$ cat src/rtl/tcws_pkg.sv
// Shared types and constants for the three-channel window statistics core.
package tcws_pkg;

	localparam int CHANNELS   = 3;
	localparam int CH_W       = 2;
	localparam int ADC_W      = 12;
	localparam int SAMPLE_W   = CHANNELS * ADC_W;
	localparam int IN_DATA_W  = ((SAMPLE_W + 7) / 8) * 8;
	localparam int PCT_W      = 14;
	localparam int OUT_FIELDS = CHANNELS * 3;
	localparam int OUT_DATA_W = ((OUT_FIELDS * PCT_W + 7) / 8) * 8;

	localparam int WINDOW_LEN = 60;
	localparam int WALK_CNT_W = $clog2(WINDOW_LEN);
	localparam int FULL_SCALE = 4095;
	localparam int PCT_SCALE  = 10000;
	localparam int SUM_W      = $clog2(WINDOW_LEN * FULL_SCALE + 1);

	// mean = round(sum * 10000 / (60 * 4095)); common factor 100 taken out
	localparam int MEAN_DIV    = 100;
	localparam int MEAN_MUL    = PCT_SCALE / MEAN_DIV;
	localparam int MEAN_DEN    = WINDOW_LEN * FULL_SCALE / MEAN_DIV;
	localparam int MEAN_BIAS   = MEAN_DEN / 2;
	localparam int MINMAX_BIAS = FULL_SCALE / 2;

	// scaled numerator before the constant divide, wide enough for both kinds
	localparam int X_W         = 26;
	// floor(x / d) == (x * ceil(2^38 / d)) >> 38 for every x below 2^X_W
	localparam int RECIP_SHIFT = 38;
	localparam int RECIP_W     = 27;
	localparam int PROD_W      = X_W + RECIP_W;
	localparam logic [RECIP_W-1:0] MINMAX_RECIP =
		RECIP_W'(((64'd1 << RECIP_SHIFT) + FULL_SCALE - 1) / FULL_SCALE);
	localparam logic [RECIP_W-1:0] MEAN_RECIP =
		RECIP_W'(((64'd1 << RECIP_SHIFT) + MEAN_DEN - 1) / MEAN_DEN);

	localparam logic FUNC_STORE  = 1'b0;
	localparam logic FUNC_REPORT = 1'b1;

	localparam logic [CH_W-1:0] CH_LAST = CH_W'(CHANNELS - 1);

	typedef enum logic [1:0] {
		KIND_MEAN,
		KIND_MIN,
		KIND_MAX
	} stat_kind_t;

	typedef enum logic [2:0] {
		ST_IDLE,
		ST_WALK,
		ST_DRAIN,
		ST_CONV,
		ST_FINISH
	} state_t;

	typedef struct packed {
		logic             store_en;
		logic             walk_start;
		logic             rd_en;
		logic             conv_en;
		stat_kind_t       conv_kind;
		logic [CH_W-1:0]  conv_ch;
		logic             load_out;
	} dp_cmd_t;

	typedef struct packed {
		logic pipe_busy;
	} dp_stat_t;

endpackage

$ cat src/rtl/tcws_ctrl.sv
// Controller state machine: sequences store, window walk and percent conversion.
module tcws_ctrl (
	input  logic              clk,
	input  logic              arst_n,
	input  logic              in_valid,
	input  logic              in_func,
	output logic              in_ready,
	output logic              out_valid,
	input  logic              out_ready,
	output tcws_pkg::dp_cmd_t cmd,
	input  tcws_pkg::dp_stat_t stat
);
	import tcws_pkg::*;

	state_t                  state_q, state_d;
	logic [WALK_CNT_W-1:0]   walk_cnt_q;
	logic [CH_W-1:0]         ch_q;
	stat_kind_t              kind_q;
	logic                    out_valid_q;

	always_ff @(posedge clk or negedge arst_n) begin
		if (!arst_n) begin
			state_q <= ST_IDLE;
		end else begin
			state_q <= state_d;
		end
	end

	always_comb begin
		state_d       = state_q;
		cmd           = '0;
		cmd.conv_ch   = ch_q;
		cmd.conv_kind = kind_q;
		in_ready      = 1'b0;
		case (state_q)
			ST_IDLE: begin
				in_ready = 1'b1;
				if (in_valid) begin
					if (in_func == FUNC_REPORT) begin
						cmd.walk_start = 1'b1;
						state_d        = ST_WALK;
					end else begin
						cmd.store_en = 1'b1;
					end
				end
			end
			ST_WALK: begin
				cmd.rd_en = 1'b1;
				if (walk_cnt_q == WALK_CNT_W'(WINDOW_LEN - 1)) begin
					state_d = ST_DRAIN;
				end
			end
			ST_DRAIN: begin
				if (!stat.pipe_busy) begin
					state_d = ST_CONV;
				end
			end
			ST_CONV: begin
				cmd.conv_en = 1'b1;
				if (ch_q == CH_LAST && kind_q == KIND_MAX) begin
					state_d = ST_FINISH;
				end
			end
			ST_FINISH: begin
				if (!stat.pipe_busy && (!out_valid_q || out_ready)) begin
					cmd.load_out = 1'b1;
					state_d      = ST_IDLE;
				end
			end
			default: begin
				state_d = ST_IDLE;
			end
		endcase
	end

	always_ff @(posedge clk or negedge arst_n) begin
		if (!arst_n) begin
			walk_cnt_q  <= '0;
			ch_q        <= '0;
			kind_q      <= KIND_MEAN;
			out_valid_q <= 1'b0;
		end else begin
			if (cmd.walk_start) begin
				walk_cnt_q <= '0;
			end else if (cmd.rd_en) begin
				walk_cnt_q <= walk_cnt_q + 1'b1;
			end

			if (cmd.walk_start) begin
				ch_q   <= '0;
				kind_q <= KIND_MEAN;
			end else if (cmd.conv_en) begin
				case (kind_q)
					KIND_MEAN: kind_q <= KIND_MIN;
					KIND_MIN:  kind_q <= KIND_MAX;
					default: begin
						kind_q <= KIND_MEAN;
						ch_q   <= ch_q + 1'b1;
					end
				endcase
			end

			if (cmd.load_out) begin
				out_valid_q <= 1'b1;
			end else if (out_ready) begin
				out_valid_q <= 1'b0;
			end
		end
	end

	assign out_valid = out_valid_q;

endmodule

$ cat config.mk
export PLATFORM = sky130hd
export DESIGN_NAME = tcws_ctrl
export DESIGN_NICKNAME = d
export VERILOG_FILES = /design/src/rtl/tcws_pkg.sv /design/src/rtl/tcws_ctrl.sv
export SDC_FILE = /design/constraint.sdc
export NUM_CORES = 1
export LEC_CHECK = 0
export BUFFER_PORTS_ARGS = -buffer_cell sky130_fd_sc_hd__buf_4
export CORE_MARGIN = 2
export CORE_UTILIZATION = 45
export DETAILED_ROUTE_END_ITERATION = 6
export PLACE_DENSITY = 0.78
export RECOVER_POWER = 100
export SYNTH_ARGS = -nofsm -noshare
export SYNTH_HDL_FRONTEND = slang
export SYNTH_SLANG_ARGS = --single-unit
export TNS_END_PERCENT = 30
$ cat constraint.sdc
create_clock -name clk -period 4.35 [get_ports clk]
set_input_delay 0.435 -clock clk [delete_from_list [all_inputs] [get_ports clk]]
set_output_delay 0.435 -clock clk [all_outputs]
set_load 0.1 [all_outputs]
# == After elaboration in Yosys (flattened, before gate mapping) ==
# Cells that the tools add are included.
# op_classes
n_addsub,2
eq_ne,15
muxes,26
reduce_logical,13
# op_table
op,n
2-to-1 mux 3 bit,6
one-hot mux 3 bit (5 select lines),1
2-to-1 mux 2 bit,7
2-to-1 mux 6 bit,2
"!= test 2 bit, second input constant",6
2-to-1 mux 1 bit,9
"adder 6 x 1 -> 6 bit, second input constant",1
"equality test 3 x 2 -> 1 bit, second input constant",2
"equality test 6 bit, second input constant",1
AND reduction 6 bit,1
nonzero test 2 bit,3
"equality test 2 bit, second input constant",2
one-hot mux 2 bit (2 select lines),1
"equality test 3 x 1 -> 1 bit, second input constant",1
"equality test 3 bit, second input constant",1
logical NOT 3 bit,1
"adder 2 x 1 -> 2 bit, second input constant",1
"equality test 2 x 1 -> 1 bit, second input constant",1
logical AND 1 bit,2
logical NOT 1 bit,2
logical NOT 2 bit,1
"!= test 2 x 1 -> 1 bit, second input constant",1
AND reduction 2 bit,1
OR reduction 2 bit,1
logical OR 1 bit,1
# totals
ff_bits,14
input_bits,6
elab_cells,61

# == Depth between registers and ports, before layout ==
# logic_depth
ltp_word,6
mapped_depth,5
mapped_depth_nobuf,5

# == Worst setup path before layout ==
# No wires, ideal clock.
# synth_path
kind,register to output
startpoint,register state_q[1]
endpoint,output port cmd[8] (netlist bit)
arrival_ps,3703
t_required_ps,3915
slack_ps,212
stages_incl_launch_ff,4
path_buffers,1
path_cell_list,dfrtp_1 > buf_2 > nor3_1 > and3b_1
# synth_rtl
element,line_no,text
from (decl),tcws_ctrl.sv:15,"state_t state_q, state_d;"
from (signal assigned),tcws_ctrl.sv:25,state_q <= state_d;
to (decl),tcws_ctrl.sv:10,"output tcws_pkg::dp_cmd_t cmd,"

==> reports/qor.log <==
qor: timing.rsz0062_at_grt false
qor: clocking.holdBufCountCts 1
qor: setup_path.worst_ep_required_time 3.91 ns
qor: yosys.synth_fp_nets 88
qor: setup_path.critical_path.max_fanout 11
qor: route.number_of_vias_in_the_routed_layout 658
qor: route.post-route-drc-count 0
qor: yosys.synth_area_per_cell 9.56 µm²
qor: place.dp.cells 108
qor: pwr.ir_drop 0.693 mV
qor: timing.fmaxAchievable 0.347 GHz
qor: pwr.net_switching_share_of_the_total_power 56.3%
qor: route.via_per_inst 5.88
qor: final_layout.fillCellCount 149
qor: global_route.first_global_vias 589
qor: final_layout.multi_input_combinational_cell_area 367 µm²
qor: floorplanning.num_io_pins 17
qor: route.drt.antenna.violating_nets 0
qor: clocking.clockBufferDepth 2
qor: yosys.async_reset_ff_share 100%
qor: clocking.path_clk_slew 0.08 ns
qor: place.dpl.hpwl 1090 µm
qor: final_layout.final_cell_count_no_fill 112
qor: pwr.total_leakage_power 0.387 nW
qor: yosys.synthesis.instances 80
qor: timing.slew-limit-headroom 22.2%
qor: clocking.cts_tree built
qor: yosys.yosysTopAreaCellShare 45.8%
qor: place.placement.cell_area 872 µm²
qor: pwr.power.net_switching 0.381 mW
qor: clocking.postCtsSetupBuffers 0
qor: timing.report.final.setup_viol 0
qor: global_route.wire_length_of_the_first_global_routing_pass 2530 µm
qor: place.gp_congestion 0.694
qor: floorplanning.initial_core_utilization 49.6%
qor: global_route.grt_antenna_before_repair 0
qor: timing.timing.clock.skew 0.00146 ns
qor: final_layout.seqCellArea 350 µm²
qor: route.drt_wl_total 1480 µm
qor: global_route.maximum_number_of_pins_on_one_net_before_global_route_repair 15
qor: setup_path.arrival 2.45 ns
qor: pwr.combPwrFrac 54.6%
qor: floorplanning.core_region_area 1540 µm²
qor: status.outcome complete, no violations
qor: global_route.grt_util_all_layers 17.1%
qor: route.drtIter0Drc 16
qor: pwr.p_per_area 787 nW/µm²
qor: pwr.design_power_total 0.676 mW
qor: clocking.post_cts_resize_count 0
qor: timing.finalHoldViolCount 0
qor: job.timing.max_cap.violations 0
qor: timing.timing.final.crit_share 66.3%
qor: final_layout.area_growth_synth_to_finish 12.4%
qor: floorplanning.die_y 45.2 µm
qor: setup_path.worst_setup_path_end_kind output port
qor: yosys.synth_enable_flop_cells 0
qor: floorplanning.number_of_rows_in_the_core_area 14
qor: clocking.cts_made_buffers 3
qor: yosys.dominantRegCellSynth sky130_fd_sc_hd__dfrtp_1
qor: timing.period_needed 2.88 ns
qor: route.drt-wirelength-per-cell 13.2 µm
qor: yosys.synth_area_leader_cell sky130_fd_sc_hd__dfrtp_1
qor: setup_path.startpoint_type flop
qor: yosys.netlist_area 764 µm²
qor: timing.timing.setup.tns 0 ns
qor: final_layout.drive_gt1_share 10.4%
qor: global_route.grt.overflow.total 0
qor: floorplanning.die_w 45.2 µm
qor: yosys.yosys-top-cells-area sky130_fd_sc_hd__dfrtp_1, sky130_fd_sc_hd__a21oi_1, sky130_fd_sc_hd__nand4b_1
qor: final_layout.fin_nets 106
qor: worst_hold_path.hold_path.class input port to flop
qor: clocking.cts_sink_cnt 14
qor: pwr.power.internal 0.296 mW
qor: yosys.postSynthRegisterBits 14
qor: place.io_buffer_count 16
qor: timing.worst_slew_pin_slew 1.17 ns
qor: timing.maxSlewViolCount 0
qor: clocking.cell_at_the_root_of_the_clock_tree sky130_fd_sc_hd__clkbuf_4
qor: route.first_pass_iters 4
qor: pwr.power_frac_seq 34.8%
qor: yosys.proportion_of_synthesized_chip_area_in_sequential_cells 45.8%
qor: final_layout.antennaDiodeCount 0
qor: floorplanning.design.die.area 2040 µm²
qor: yosys.ys_types 32
qor: pwr.clock_power_share 10.7%
qor: setup_path.worst-setup-path-type flop to output port
qor: final_layout.finalInstanceArea 860 µm²
qor: clocking.htree_levels 1
qor: yosys.yosys_warnings 0
qor: clocking.worst_skew_pair.late_latency 0.27 ns
power by group through the flow:
stage / clock (mW) / sequential [mW] / combinational [mW]
6_report: 0.0722 / 0.235 / 0.369
5_1_grt: 0.0800 / 0.245 / 0.402
4_1_cts: 0.0741 / 0.236 / 0.395
3_5_place_dp: 0 / 0.237 / 0.393
3_3_place_gp: 0 / 0.233 / 0.387
2_1_floorplan: 0 / 0.335 / 0.226
layout make-up:
| class | count | area share, % |
|---|---|---|
| multi-input combinational | 58 | 42.6 |
| clock buffer | 3 | 2.62 |
| timing repair buffer | 17 | 9.90 |
| tap | 16 | 2.33 |
| sequential | 14 | 40.8 |
| inverter | 4 | 1.75 |
registers in the layout (all words and copies together) (netlist names):
signal and flops:
ch_q 2, kind_q 2, out_valid 1, state_q 3, walk_cnt_q 6
metrics by stage:
stage	utilization [%]	hold WS (ns)	setup slack (ns)
floorplan	-	0.139	0.212
global placement	56.6	0.292	2.39
detailed placement	56.6	0.296	2.30
CTS	58.7	0.370	2.01
global route	55.8	0.376	1.32
finish	55.8	0.370	1.47
synthesized netlist by cell type (all sizes together), types with 2 or more instances:
library cell	count
nor3	2
or3	4
ha	2
nand4b	3
nand3b	2
nand2	6
nand3	3
o21ai	3
buf	4
nor2b	2
or3b	2
inv	4
nor2	5
dfrtp	14
a21oi	9
kinds of logic after synthesis:
group           Yosys count  share of synthesized area, %
compound gates           18                          13.9
xor+xnor                  2                          2.29
fa+ha+maj                 2                          3.27
buf+inv                   8                          6.22
flops                    14                          45.8
mux                       1                          1.31
simple gates             35                          27.2
path summary, 6_finish.rpt:
check,start,endpoint,slack (ns),depth (start not counted)
max reg2reg,state_q[1],walk_cnt_q[3],2.69,3
min in group asynchronous,arst_n,ch_q[0],0.73,2
max,state_q[0],cmd[7],1.47,3
max in group asynchronous,arst_n,kind_q[1],3.15,2
min,stat,out_valid,0.37,2
min reg2reg,walk_cnt_q[5],walk_cnt_q[5],0.56,2
cell usage in the layout, fill, tap and decap left out, types with 2 or more instances in the layout:
cell and count:
sky130_fd_sc_hd__clkbuf_1 12, sky130_fd_sc_hd__nand2_1 6, sky130_fd_sc_hd__buf_4 4, sky130_fd_sc_hd__o21ai_0 3, sky130_fd_sc_hd__ha_1 2, sky130_fd_sc_hd__nand3b_1 2, sky130_fd_sc_hd__nor3_1 2, sky130_fd_sc_hd__nand3_1 3
sky130_fd_sc_hd__inv_1 4, sky130_fd_sc_hd__nand4b_1 3, sky130_fd_sc_hd__clkbuf_4 3, sky130_fd_sc_hd__nor2_1 5, sky130_fd_sc_hd__or3_1 4, sky130_fd_sc_hd__dfrtp_1 14, sky130_fd_sc_hd__a21oi_1 9, sky130_fd_sc_hd__nor2b_1 2
worst max-delay path, cell delays in order, from the launching register on:
cell	delay, ns
sky130_fd_sc_hd__dfrtp_1	0.49
sky130_fd_sc_hd__nor3_1	0.33
sky130_fd_sc_hd__and3_1	0.46
sky130_fd_sc_hd__clkbuf_1	0.90
per-layer routing:
metal	GRT usage [%]	part of all wire, %	vias up
met1	23.3	42	310
met2	25.4	48	25
met4	6.47	1.1	0
li1	-	-	319
met3	5.20	8.5	4
met5	0	0	-
Note: power is estimated with default switching activity, not from simulation.
